File: config.mk
export PLATFORM = sky130hd
export DESIGN_NAME = motor_ramp_stop_sequencer
export DESIGN_NICKNAME = d
export VERILOG_FILES = /design/src/design/mrss_pkg.sv /design/src/design/mrss_serial_scan.sv /design/src/design/mrss_ramp_math.sv /design/src/design/motor_ramp_stop_sequencer.sv
export SDC_FILE = /design/constraint.sdc
export NUM_CORES = 1
export LEC_CHECK = 0
export BUFFER_PORTS_ARGS = -buffer_cell sky130_fd_sc_hd__clkbuf_2
export CORE_MARGIN = 4
export CORE_UTILIZATION = 35
export CTS_BUF_LIST = sky130_fd_sc_hd__clkbuf_8
export CTS_CLUSTER_DIAMETER = 40
export DETAILED_ROUTE_END_ITERATION = 12
export PLACE_DENSITY = 0.6
export RECOVER_POWER = 50
export SYNTH_ARGS = -nofsm -noshare
export SYNTH_HDL_FRONTEND = slang
export SYNTH_SLANG_ARGS = --single-unit
File: constraint.sdc
create_clock -name clock -period 12.78 [get_ports clock]
set_input_delay 1.278 -clock clock [delete_from_list [all_inputs] [get_ports clock]]
set_output_delay 1.278 -clock clock [all_outputs]
set_load 0.005 [all_outputs]
File: src/design/mrss_pkg.sv
// Shared types and constants of the motor ramp/stop sequencer.
`default_nettype none

package mrss_pkg;

   // Widths fixed by the word fields and registers
   localparam int ELAPSED_W    = 32;
   localparam int RAMP_SHIFT   = 8;
   localparam int ELAPSED_HI_W = ELAPSED_W - RAMP_SHIFT;
   localparam int FAC_W        = 16;
   localparam int PROD_W       = ELAPSED_HI_W + FAC_W;
   localparam int MUL_STEPS    = ELAPSED_HI_W;
   localparam int DIV_STEPS    = PROD_W;
   localparam int STEP_CNT_W   = 6;
   localparam int SCAN_CNT_W   = 5;
   localparam int CSR_INDEX_W  = 3;
   localparam int CSR_DATA_W   = 32;

   // Option bits
   localparam int OPT_TEST_MODE     = 0;
   localparam int OPT_TIMEOUT_STOP  = 1;
   localparam int OPT_DISTANCE_STOP = 2;

   typedef enum logic [1:0] {
      PH_STOPPED  = 2'd0,
      PH_RAMP     = 2'd1,
      PH_TRANSIT  = 2'd2,
      PH_STOPPING = 2'd3
   } phase_type;

   typedef enum logic [CSR_INDEX_W-1:0] {
      CSR_ACCEL_RATE      = 3'd0,
      CSR_CRUISE_DUTY     = 3'd1,
      CSR_STOP_DELAY_US   = 3'd2,
      CSR_TIMEOUT_US      = 3'd3,
      CSR_BATT_FLOOR      = 3'd4,
      CSR_DISTANCE_TARGET = 3'd5,
      CSR_OPTIONS         = 3'd6
   } csr_index_type;

   typedef enum logic [1:0] {
      ST_IDLE,
      ST_SCAN,
      ST_MATH,
      ST_DONE
   } top_state_type;

   typedef enum logic [1:0] {
      MS_IDLE,
      MS_MUL,
      MS_DIV
   } math_state_type;

   typedef struct packed {
      logic        request_forward;
      logic        request_reverse;
      logic        at_track_start;
      logic        at_track_end;
      logic [9:0]  battery_level;
      logic [23:0] position_count;
   } req_type;

   typedef struct packed {
      logic [7:0] duty;
      logic       forward;
      logic       drive_enable;
      phase_type  phase;
   } rsp_type;

   // Compare results of the serial scan
   typedef struct packed {
      logic ge_stop;
      logic ge_timeout;
      logic target_lt_pos;
      logic pos_lt_target;
      logic batt_under;
   } scan_flags_type;

   typedef struct packed {
      logic       sat;
      logic [7:0] duty;
   } ramp_result_type;

endpackage

`default_nettype wire

File: src/design/mrss_serial_scan.sv
// Bit-serial timer add and magnitude compares, LSB first, one bit per cycle.
`default_nettype none

module mrss_serial_scan #(
   parameter int TICK_US = 4080
) (
   input  wire                                  clock,
   input  wire                                  reset,
   input  wire                                  start,
   input  wire  [mrss_pkg::ELAPSED_W-1:0]       elapsed,
   input  wire  [mrss_pkg::ELAPSED_W-1:0]       stop_delay_us,
   input  wire  [mrss_pkg::ELAPSED_W-1:0]       timeout_us,
   input  wire  [23:0]                          position_count,
   input  wire  [23:0]                          distance_target,
   input  wire  [9:0]                           battery_level,
   input  wire  [9:0]                           batt_floor,
   output logic                                 done,
   output logic [mrss_pkg::ELAPSED_W-1:0]       elapsed_new,
   output mrss_pkg::scan_flags_type             flags
);
   import mrss_pkg::*;

   localparam logic [ELAPSED_W-1:0] TICK = ELAPSED_W'(TICK_US);

   logic                  busy_ff, busy_in;
   logic                  done_ff, done_in;
   logic [SCAN_CNT_W-1:0] cnt_ff, cnt_in;
   logic                  carry_ff, carry_in;
   logic [ELAPSED_W-1:0]  sum_ff, sum_in;
   // lt lanes: a < b so far, seen from the low end
   logic                  lt_stop_ff, lt_stop_in;
   logic                  lt_timeout_ff, lt_timeout_in;
   logic                  tgt_lt_pos_ff, tgt_lt_pos_in;
   logic                  pos_lt_tgt_ff, pos_lt_tgt_in;
   logic                  bat_low_ff, bat_low_in;

   logic [ELAPSED_W-1:0]  pos_ext, tgt_ext, bat_ext, low_ext;
   logic                  e_bit, t_bit, s_bit;

   function automatic logic lt_step(input logic a, input logic b, input logic lt);
      return (~a & b) | (~(a ^ b) & lt);
   endfunction

   assign pos_ext = ELAPSED_W'(position_count);
   assign tgt_ext = ELAPSED_W'(distance_target);
   assign bat_ext = ELAPSED_W'(battery_level);
   assign low_ext = ELAPSED_W'(batt_floor);

   assign e_bit = elapsed[cnt_ff];
   assign t_bit = TICK[cnt_ff];
   assign s_bit = e_bit ^ t_bit ^ carry_ff;

   always_comb begin
      busy_in       = busy_ff;
      done_in       = 1'b0;
      cnt_in        = cnt_ff;
      carry_in      = carry_ff;
      sum_in        = sum_ff;
      lt_stop_in    = lt_stop_ff;
      lt_timeout_in = lt_timeout_ff;
      tgt_lt_pos_in = tgt_lt_pos_ff;
      pos_lt_tgt_in = pos_lt_tgt_ff;
      bat_low_in    = bat_low_ff;
      if (start) begin
         busy_in       = 1'b1;
         cnt_in        = '0;
         carry_in      = 1'b0;
         lt_stop_in    = 1'b0;
         lt_timeout_in = 1'b0;
         tgt_lt_pos_in = 1'b0;
         pos_lt_tgt_in = 1'b0;
         bat_low_in    = 1'b0;
      end else if (busy_ff) begin
         carry_in      = (e_bit & t_bit) | (carry_ff & (e_bit ^ t_bit));
         sum_in        = {s_bit, sum_ff[ELAPSED_W-1:1]};
         lt_stop_in    = lt_step(s_bit, stop_delay_us[cnt_ff], lt_stop_ff);
         lt_timeout_in = lt_step(s_bit, timeout_us[cnt_ff], lt_timeout_ff);
         tgt_lt_pos_in = lt_step(tgt_ext[cnt_ff], pos_ext[cnt_ff], tgt_lt_pos_ff);
         pos_lt_tgt_in = lt_step(pos_ext[cnt_ff], tgt_ext[cnt_ff], pos_lt_tgt_ff);
         bat_low_in    = lt_step(bat_ext[cnt_ff], low_ext[cnt_ff], bat_low_ff);
         cnt_in        = cnt_ff + 1'b1;
         if (cnt_ff == SCAN_CNT_W'(ELAPSED_W - 1)) begin
            busy_in = 1'b0;
            done_in = 1'b1;
         end
      end
   end

   always_ff @(posedge clock) begin
      if (reset) begin
         busy_ff <= 1'b0;
         done_ff <= 1'b0;
      end else begin
         busy_ff <= busy_in;
         done_ff <= done_in;
      end
      cnt_ff        <= cnt_in;
      carry_ff      <= carry_in;
      sum_ff        <= sum_in;
      lt_stop_ff    <= lt_stop_in;
      lt_timeout_ff <= lt_timeout_in;
      tgt_lt_pos_ff <= tgt_lt_pos_in;
      pos_lt_tgt_ff <= pos_lt_tgt_in;
      bat_low_ff    <= bat_low_in;
   end

   assign done                = done_ff;
   assign elapsed_new         = sum_ff;
   assign flags.ge_stop       = ~lt_stop_ff;
   assign flags.ge_timeout    = ~lt_timeout_ff;
   assign flags.target_lt_pos = tgt_lt_pos_ff;
   assign flags.pos_lt_target = pos_lt_tgt_ff;
   assign flags.batt_under    = bat_low_ff;

endmodule

`default_nettype wire

File: src/design/mrss_ramp_math.sv
// Ramp duty: shift-add multiply then restoring divide, one bit per cycle.
`default_nettype none

module mrss_ramp_math #(
   parameter int RAMP_DIVISOR = 390625
) (
   input  wire                             clock,
   input  wire                             reset,
   input  wire                             start,
   input  wire  [mrss_pkg::ELAPSED_W-1:0]  elapsed_new,
   input  wire  [7:0]                      accel_rate,
   input  wire  [7:0]                      cruise_duty,
   output logic                            done,
   output mrss_pkg::ramp_result_type       result
);
   import mrss_pkg::*;

   localparam int REM_W = $clog2(RAMP_DIVISOR + 1);
   localparam int DIV_W = REM_W + 1;
   localparam logic [DIV_W-1:0] DIVISOR = DIV_W'(RAMP_DIVISOR);

   math_state_type        state_ff, state_in;
   logic                  done_ff, done_in;
   logic [STEP_CNT_W-1:0] cnt_ff, cnt_in;
   logic [FAC_W-1:0]      fac_ff, fac_in;
   logic [PROD_W-1:0]     p_ff, p_in;     // product, then dividend/quotient
   logic [REM_W-1:0]      rem_ff, rem_in;

   logic [FAC_W:0]        mul_sum;
   logic [DIV_W-1:0]      trial;
   logic [DIV_W-1:0]      trial_diff;
   logic                  q_bit;

   assign mul_sum    = {1'b0, p_ff[PROD_W-1:ELAPSED_HI_W]}
                     + (p_ff[0] ? {1'b0, fac_ff} : {(FAC_W+1){1'b0}});
   assign trial      = {rem_ff, p_ff[PROD_W-1]};
   assign q_bit      = (trial >= DIVISOR);
   assign trial_diff = trial - DIVISOR;

   always_comb begin
      state_in = state_ff;
      done_in  = 1'b0;
      cnt_in   = cnt_ff;
      fac_in   = fac_ff;
      p_in     = p_ff;
      rem_in   = rem_ff;
      case (state_ff)
         MS_IDLE: begin
            if (start) begin
               fac_in   = {8'b0, accel_rate} * {8'b0, cruise_duty};
               p_in     = {{FAC_W{1'b0}}, elapsed_new[ELAPSED_W-1:RAMP_SHIFT]};
               rem_in   = '0;
               cnt_in   = '0;
               state_in = MS_MUL;
            end
         end
         MS_MUL: begin
            p_in   = {mul_sum, p_ff[ELAPSED_HI_W-1:1]};
            cnt_in = cnt_ff + 1'b1;
            if (cnt_ff == STEP_CNT_W'(MUL_STEPS - 1)) begin
               cnt_in   = '0;
               state_in = MS_DIV;
            end
         end
         MS_DIV: begin
            rem_in = q_bit ? trial_diff[REM_W-1:0] : trial[REM_W-1:0];
            p_in   = {p_ff[PROD_W-2:0], q_bit};
            cnt_in = cnt_ff + 1'b1;
            if (cnt_ff == STEP_CNT_W'(DIV_STEPS - 1)) begin
               done_in  = 1'b1;
               state_in = MS_IDLE;
            end
         end
         default: begin
            state_in = MS_IDLE;
         end
      endcase
   end

   always_ff @(posedge clock) begin
      if (reset) begin
         state_ff <= MS_IDLE;
         done_ff  <= 1'b0;
      end else begin
         state_ff <= state_in;
         done_ff  <= done_in;
      end
      cnt_ff <= cnt_in;
      fac_ff <= fac_in;
      p_ff   <= p_in;
      rem_ff <= rem_in;
   end

   // sat is set once the quotient reaches the cruise duty
   assign done        = done_ff;
   assign result.sat  = (|p_ff[PROD_W-1:8]) || (p_ff[7:0] >= cruise_duty);
   assign result.duty = p_ff[7:0];

endmodule

`default_nettype wire

File: src/design/motor_ramp_stop_sequencer.sv
// Top level of the motor ramp/stop sequencer: registers, control and result word.
`default_nettype none

// Motor drive sequencer, advanced by one req word per PWM tick. Each word adds
// TICK_US to the microsecond timer and steps the phase machine (stopped, ramp,
// transit, stopping); exactly one rsp word comes back per req word, carrying
// duty, direction, drive enable and phase. In ramp the duty is
// ((timer >> 8) * accel rate * cruise duty) / RAMP_DIVISOR, saturated at the
// cruise duty, after which the run cruises in transit. Runs stop on low
// battery, on the track-end switch in the travel direction, on the optional
// timeout and on the optional distance target; stopping holds duty 0 for
// stop_delay_us. Start requests are latched until the block is stopped;
// test mode reverses automatically after timeout_us idle.
// One word at a time: a new req word is accepted only after the last one
// has committed its result, and a word takes longer while ramping. The
// 32-bit timer add and all limit compares run bit-serially; the ramp duty
// adds a shift-add multiply and a restoring divide. A held rsp word does
// not block the next req word, only the commit of its result.
// Configuration writes take effect at once and are meant for
// idle periods. Register indexes: 0 accel rate, 1 cruise duty, 2 stop_delay_us,
// 3 timeout_us, 4 battery floor, 5 distance_target, 6 options
// (bit0 test mode, bit1 timeout stop, bit2 distance stop).

module motor_ramp_stop_sequencer #(
   parameter int TICK_US      = 4080,
   parameter int RAMP_DIVISOR = 390625
) (
   input  wire                                clock,
   input  wire                                reset,
   input  wire                                req_valid,
   output logic                               req_ready,
   input  mrss_pkg::req_type                  req_data,
   output logic                               rsp_valid,
   input  wire                                rsp_ready,
   output mrss_pkg::rsp_type                  rsp_data,
   input  wire                                csr_we,
   input  wire  [mrss_pkg::CSR_INDEX_W-1:0]   csr_index,
   input  wire  [mrss_pkg::CSR_DATA_W-1:0]    csr_wdata
);
   import mrss_pkg::*;

   // config registers
   logic [7:0]           accel_rate_ff;
   logic [7:0]           cruise_duty_ff;
   logic [ELAPSED_W-1:0] stop_delay_ff;
   logic [ELAPSED_W-1:0] timeout_ff;
   logic [9:0]           batt_floor_ff;
   logic [23:0]          distance_target_ff;
   logic [2:0]           options_ff;

   // sequencer state
   top_state_type        state_ff, state_in;
   phase_type            phase_ff, phase_in;
   logic [ELAPSED_W-1:0] elapsed_ff, elapsed_in;
   logic                 direction_ff, direction_in;
   logic                 pend_fwd_ff, pend_fwd_in;
   logic                 pend_rev_ff, pend_rev_in;

   req_type              req_ff;
   rsp_type              rsp_ff, rsp_in;
   logic                 rsp_valid_ff, rsp_valid_in;

   logic                 accept;
   logic                 scan_start;
   logic                 math_start;
   logic                 commit;

   logic                 scan_done;
   logic [ELAPSED_W-1:0] scan_elapsed;
   scan_flags_type       flags;
   logic                 math_done;
   ramp_result_type      ramp_result;

   logic [7:0]           duty_val;
   logic                 enable_val;
   logic                 halt;

   assign accept    = req_valid && req_ready;
   assign req_ready = (state_ff == ST_IDLE);

   //--------------------------------------------------------------------
   // Configuration writes
   //--------------------------------------------------------------------
   always_ff @(posedge clock) begin
      if (reset) begin
         accel_rate_ff      <= 8'd20;
         cruise_duty_ff     <= 8'd130;
         stop_delay_ff      <= 32'd2000000;
         timeout_ff         <= 32'd10000000;
         batt_floor_ff      <= 10'd704;
         distance_target_ff <= 24'd0;
         options_ff         <= 3'd3;
      end else if (csr_we) begin
         case (csr_index)
            CSR_ACCEL_RATE:      accel_rate_ff      <= csr_wdata[7:0];
            CSR_CRUISE_DUTY:     cruise_duty_ff     <= csr_wdata[7:0];
            CSR_STOP_DELAY_US:   stop_delay_ff      <= csr_wdata;
            CSR_TIMEOUT_US:      timeout_ff         <= csr_wdata;
            CSR_BATT_FLOOR:      batt_floor_ff      <= csr_wdata[9:0];
            CSR_DISTANCE_TARGET: distance_target_ff <= csr_wdata[23:0];
            CSR_OPTIONS:         options_ff         <= csr_wdata[2:0];
            default: ;
         endcase
      end
   end

   //--------------------------------------------------------------------
   // Datapath units
   //--------------------------------------------------------------------
   mrss_serial_scan #(
      .TICK_US (TICK_US)
   ) u_scan (
      .clock           (clock),
      .reset           (reset),
      .start           (scan_start),
      .elapsed         (elapsed_ff),
      .stop_delay_us   (stop_delay_ff),
      .timeout_us      (timeout_ff),
      .position_count  (req_ff.position_count),
      .distance_target (distance_target_ff),
      .battery_level   (req_ff.battery_level),
      .batt_floor      (batt_floor_ff),
      .done            (scan_done),
      .elapsed_new     (scan_elapsed),
      .flags           (flags)
   );

   mrss_ramp_math #(
      .RAMP_DIVISOR (RAMP_DIVISOR)
   ) u_math (
      .clock       (clock),
      .reset       (reset),
      .start       (math_start),
      .elapsed_new (scan_elapsed),
      .accel_rate  (accel_rate_ff),
      .cruise_duty (cruise_duty_ff),
      .done        (math_done),
      .result      (ramp_result)
   );

   //--------------------------------------------------------------------
   // Control: idle -> serial scan -> (ramp math) -> commit
   //--------------------------------------------------------------------
   always_comb begin
      state_in   = state_ff;
      scan_start = 1'b0;
      math_start = 1'b0;
      commit     = 1'b0;
      case (state_ff)
         ST_IDLE: begin
            if (accept) begin
               scan_start = 1'b1;
               state_in   = ST_SCAN;
            end
         end
         ST_SCAN: begin
            if (scan_done) begin
               if (phase_ff == PH_RAMP) begin
                  math_start = 1'b1;
                  state_in   = ST_MATH;
               end else begin
                  state_in = ST_DONE;
               end
            end
         end
         ST_MATH: begin
            if (math_done) begin
               state_in = ST_DONE;
            end
         end
         ST_DONE: begin
            // result register must be free or draining
            if (!rsp_valid_ff || rsp_ready) begin
               commit   = 1'b1;
               state_in = ST_IDLE;
            end
         end
         default: begin
            state_in = ST_IDLE;
         end
      endcase
   end

   //--------------------------------------------------------------------
   // Tick decision: phase action, stop rules, start rules
   //--------------------------------------------------------------------
   always_comb begin
      phase_in     = phase_ff;
      elapsed_in   = scan_elapsed;
      direction_in = direction_ff;
      pend_fwd_in  = pend_fwd_ff | req_ff.request_forward;
      pend_rev_in  = pend_rev_ff | req_ff.request_reverse;
      duty_val     = 8'd0;
      enable_val   = 1'b1;
      halt         = 1'b0;

      case (phase_ff)
         PH_STOPPED: begin
            enable_val = 1'b0;
         end
         PH_RAMP: begin
            if (ramp_result.sat) begin
               duty_val = cruise_duty_ff;
               phase_in = PH_TRANSIT;
            end else begin
               duty_val = ramp_result.duty;
            end
         end
         PH_STOPPING: begin
            if (flags.ge_stop) begin
               phase_in = PH_STOPPED;
            end
         end
         PH_TRANSIT: begin
            duty_val = cruise_duty_ff;
         end
         default: ;
      endcase

      // stop rules while running
      if (phase_in == PH_RAMP || phase_in == PH_TRANSIT) begin
         halt = flags.batt_under
              | (direction_ff & req_ff.at_track_end)
              | (~direction_ff & req_ff.at_track_start)
              | (options_ff[OPT_TIMEOUT_STOP] & flags.ge_timeout)
              | (options_ff[OPT_DISTANCE_STOP]
                 & (direction_ff ? flags.target_lt_pos : flags.pos_lt_target));
         if (halt) begin
            elapsed_in = '0;
            duty_val   = 8'd0;
            phase_in   = PH_STOPPING;
         end
      end

      // start rules when stopped; later starts win
      if (phase_in == PH_STOPPED) begin
         if (options_ff[OPT_TEST_MODE]) begin
            if (flags.ge_timeout) begin
               if (direction_ff) begin
                  pend_rev_in = 1'b1;
               end else begin
                  pend_fwd_in = 1'b1;
               end
               elapsed_in = '0;
            end
            if (req_ff.at_track_end) begin
               direction_in = 1'b0;
               elapsed_in   = '0;
               phase_in     = PH_RAMP;
               enable_val   = 1'b1;
               duty_val     = 8'd0;
            end
            if (req_ff.at_track_start) begin
               direction_in = 1'b1;
               elapsed_in   = '0;
               phase_in     = PH_RAMP;
               enable_val   = 1'b1;
               duty_val     = 8'd0;
            end
         end
         if (pend_fwd_in) begin
            pend_fwd_in  = 1'b0;
            direction_in = 1'b1;
            elapsed_in   = '0;
            phase_in     = PH_RAMP;
            enable_val   = 1'b1;
            duty_val     = 8'd0;
         end
         if (pend_rev_in) begin
            pend_rev_in  = 1'b0;
            direction_in = 1'b0;
            elapsed_in   = '0;
            phase_in     = PH_RAMP;
            enable_val   = 1'b1;
            duty_val     = 8'd0;
         end
      end

      rsp_in.duty         = duty_val;
      rsp_in.forward      = direction_in;
      rsp_in.drive_enable = enable_val;
      rsp_in.phase        = phase_in;
   end

   always_comb begin
      rsp_valid_in = rsp_valid_ff;
      if (commit) begin
         rsp_valid_in = 1'b1;
      end else if (rsp_ready) begin
         rsp_valid_in = 1'b0;
      end
   end

   always_ff @(posedge clock) begin
      if (reset) begin
         state_ff     <= ST_IDLE;
         phase_ff     <= PH_STOPPED;
         elapsed_ff   <= '0;
         direction_ff <= 1'b0;
         pend_fwd_ff  <= 1'b0;
         pend_rev_ff  <= 1'b0;
         rsp_valid_ff <= 1'b0;
      end else begin
         state_ff     <= state_in;
         rsp_valid_ff <= rsp_valid_in;
         if (commit) begin
            phase_ff     <= phase_in;
            elapsed_ff   <= elapsed_in;
            direction_ff <= direction_in;
            pend_fwd_ff  <= pend_fwd_in;
            pend_rev_ff  <= pend_rev_in;
         end
      end
      if (accept) begin
         req_ff <= req_data;
      end
      if (commit) begin
         rsp_ff <= rsp_in;
      end
   end

   assign rsp_valid = rsp_valid_ff;
   assign rsp_data  = rsp_ff;

   //--------------------------------------------------------------------
   // Checks
   //--------------------------------------------------------------------
   a_accept_starts_scan: assert property (@(posedge clock) disable iff (reset)
      accept |=> state_ff == ST_SCAN)
      else $error("accepted word did not start the scan");

   a_math_only_in_math: assert property (@(posedge clock) disable iff (reset)
      math_done |-> state_ff == ST_MATH)
      else $error("ramp math finished outside the math state");

   a_running_drives: assert property (@(posedge clock) disable iff (reset)
      rsp_valid && rsp_data.phase != PH_STOPPED |-> rsp_data.drive_enable)
      else $error("drive disabled while not stopped");

   a_idle_duty_zero: assert property (@(posedge clock) disable iff (reset)
      rsp_valid && (rsp_data.phase == PH_STOPPED || rsp_data.phase == PH_STOPPING)
      |-> rsp_data.duty == 8'd0)
      else $error("nonzero duty while stopped or stopping");

endmodule

`default_nettype wire

==> impl_metrics.toml <==
[yosys]
synth_edf_count = 163
synth_flop_cell = "dfxtp_1"
synth_top_family_by_area = "simple AND/OR/NAND/NOR gates"
synth_compound_area_frac = 0.120
synthMuxAreaShare = 0.0686
synth.distinct_cells = 71
synth-seq-cells = 337
synth-seq-area-share = 0.480
yosysWarnings = 0
netlist_area_um2 = 17400
synth_xor_area_frac = 0.0231
yosys.area_share.simple = 0.165
synth_fp_nets = 1899
synth_fa_ha_area_frac = 0.102
async_flop_share = 0
synthCells = 1702
syn_avg_cell_area_um2 = 10.3

[timing]
finClkSkew_ps = 22.8
fin_ws_ps = 7210
setup_viol = 0
finalSetupTns_ps = 0
final_hold_viol_count = 0
slew_headroom = -1.82
finalMaxSlewViolations = 274
hold_slack_ps = 446
fin_crit_sh = 0.436
max_freq_mhz = 180
rsz0062_at_grt = "no"
worstMarginPinSlew_ps = 4230
period_minus_slack_ps = 5570

[drt]
wl_mm = 41.1
postRouteAntennaNets = 0
drc = 0
first_pass_iters = 5
routedWlPerCell_um = 16.4
vias = 12700
avgViaCountPerCell = 5.06
dr.first_iter.drc_count = 839

[final_layout]
final_area_um2 = 20000
syn_to_final_growth_pct = 14.9
nets = 1988
layout_common_cells = "nand2_1 (296), dfxtp_1 (172), edfxtp_1 (163)"
fillCellCount = 4747
diodes = 0
instances_no_fill = 2508
drive_above_1_share = 0.151
final_common_cell = "nand2_1"

[worst_setup_path]
cp_slowest_cell = "clkbuf_1"
slowest_delay_ps = 3080
critPathMaxFanout = 102
worst_path_most_repeated_cell = "clkbuf_1"
crit_path_cell_trace = "clkbuf_1, clkbuf_1, nand2b_1, nor2_1"
crit_type = "primary input to flop"
worstSetupEndpointType = "flop"
critPathBufInv = 2
critPathLaunchType = "primary input"
crit_required_ps = 13290
crit_family = "buffers and inverters"
cp_data_arrival_time_ps = 6070

[floorplanning]
die_y_um = 231
fp.dieW_um = 231
die_area_um2 = 53500
coreArea_um2 = 49200
start_util = 0.355
io_pins = 92
placementRows = 81

[place]
postPlaceCellArea_um2 = 18500
hpwl_mm = 28.3
dpl.cell_count = 2384
dp_slack_ps = 8030
place_congestion = 0.823
portBuffers = 91

[clock_network]
clk_pin_slew_ps = 50
cts_root_buf = "clkbuf_8"
post_cts_buffers = 0
worstSkewPairLatency_ps = 620
cts.htree.levels = 3
cts_tree = "built"
clockBufferDepth = 3
cts.hold.buffers_added = 0
numClockSinks = 337
cts_resized = 0
cts_buffers = 69

[global_route]
antenna_found_initial = 2
grt_pass1_vias = 12700
grt_pass1_wl_mm = 67.0
grt_use_total = 0.153
grt_overflow_total = 0
grt_max_degree = 103

[run_status]
failed_checks = "max-capacitance violations, max-slew violations"
status = "finished with violations"

[power_and_ir_drop]
p_leak_nw = 7.55
ir_drop_mv = 0.121
p_per_area_nw_per_um2 = 147

[job]
drv_cap = 5

[worst_hold_path]
hold_class = "flop to flop"
[area by class of cell]
cell class	count	area, µm²	share of cell area
multi-input cells	1183	8340	0.416
repair buffers	110	566	0.0282
flip-flops and latches	337	8380	0.418
inverters	90	338	0.0169
clock inverters	45	492	0.0245
well taps	664	831	0.0415
clock buffers	79	1090	0.0543
[cells in the mapped netlist, types with 8 or more instances]
| library cell | count | area, µm² |
|---|---|---|
| xor2_1 | 21 | 184 |
| edfxtp_1 | 163 | 4890 |
| clkbuf_1 | 74 | 278 |
| nand3b_1 | 22 | 165 |
| mux4_2 | 36 | 811 |
| nor4_1 | 9 | 56.3 |
| mux2i_1 | 25 | 250 |
| fa_1 | 38 | 761 |
| nor3_1 | 14 | 70.1 |
| nand2b_1 | 13 | 81.3 |
| nor2b_1 | 13 | 81.3 |
| and2_1 | 72 | 450 |
| o22ai_1 | 9 | 56.3 |
| ha_1 | 81 | 1010 |
| nand4_1 | 13 | 81.3 |
| mux2_2 | 12 | 135 |
| nand3_1 | 26 | 130 |
| nand2_1 | 296 | 1110 |
| a21oi_1 | 151 | 756 |
| a211oi_1 | 8 | 60.1 |
| nor2_1 | 114 | 428 |
| a31oi_1 | 10 | 62.6 |
| dfxtp_1 | 174 | 3480 |
| and3_1 | 9 | 56.3 |
| o21ai_0 | 27 | 135 |
| a22oi_1 | 33 | 248 |
| xnor2_1 | 25 | 219 |
| inv_1 | 87 | 327 |
| a21o_1 | 9 | 67.6 |
| a22o_1 | 32 | 280 |
[stage by stage]
stage	util	power (W)
5_1_grt	0.408	0.00309
2_1_floorplan	-	0.00158
4_1_cts	0.409	0.00299
3_5_place_dp	0.377	0.00171
6_report	0.408	0.00295
3_3_place_gp	0.377	0.00170
[kinds of logic (layout without fill, tap and decap cells)]
| kind of cell | Yosys count | count (layout) |
|---|---|---|
| DFF | 337 | 337 |
| AOI/OAI and AO/OA | 326 | 326 |
| buffers and inverters | 182 | 324 |
| muxes | 73 | 73 |
| adders and majority gates | 119 | 119 |
| and+or+nand+nor | 619 | 619 |
| xor gates and xnor gates | 46 | 46 |
[state kept, by name, indices dropped and copies added (netlist names), 2 cells and up]
register,flops
req_ff,38
state_ff,2
phase_ff,2
u_math.p_ff,40
elapsed_ff,32
options_ff,3
u_math.cnt_ff,6
rsp_data,12
u_math.rem_ff,19
timeout_ff,32
u_scan.cnt_ff,5
distance_target_ff,24
cruise_duty_ff,8
u_scan.elapsed_new,32
u_math.fac_ff,16
u_math.state_ff,2
batt_floor_ff,10
accel_rate_ff,8
stop_delay_ff,32
[worst reg2reg max path, cell delays in order, from the launching register on]
cell and delay [ps]:
dfxtp_1 540, nand2_1 150, fa_1 520, fa_1 510, fa_1 510, fa_1 540, inv_1 40, ha_1 330
o21a_1 130, o31a_1 130, o211ai_1 240, a21oi_1 120, a2111oi_2 430, a21oi_1 140, xnor2_1 150
[power breakdown]
part | leakage [nW] | internal (W) | switching [W]
logic | 3.82 | 0.000163 | 0.000222
clock network | 0.835 | 0.000760 | 0.000504
registers | 2.90 | 0.00123 | 0.0000644
[worst paths after layout]
check                         from               endpoint  slack (ps)  depth (start not counted)
max                          reset            pend_fwd_ff        7210                          4
max reg2reg      cruise_duty_ff[7]      u_math.fac_ff[15]        8030                         14
min          u_scan.elapsed_new[1]  u_scan.elapsed_new[0]         450                          0
min reg2reg  u_scan.elapsed_new[1]  u_scan.elapsed_new[0]         450                          0
[layer usage]
metal	wire length (µm)	GRT usage	up-vias	part of all wire
met5	13	0	-	0.00032
met4	876	0.0477	2	0.021
met3	1850	0.0300	66	0.045
met2	19200	0.249	300	0.47
met1	19100	0.208	6138	0.47
li1	-	-	6197	-
Power figures use the tool's default switching activity.
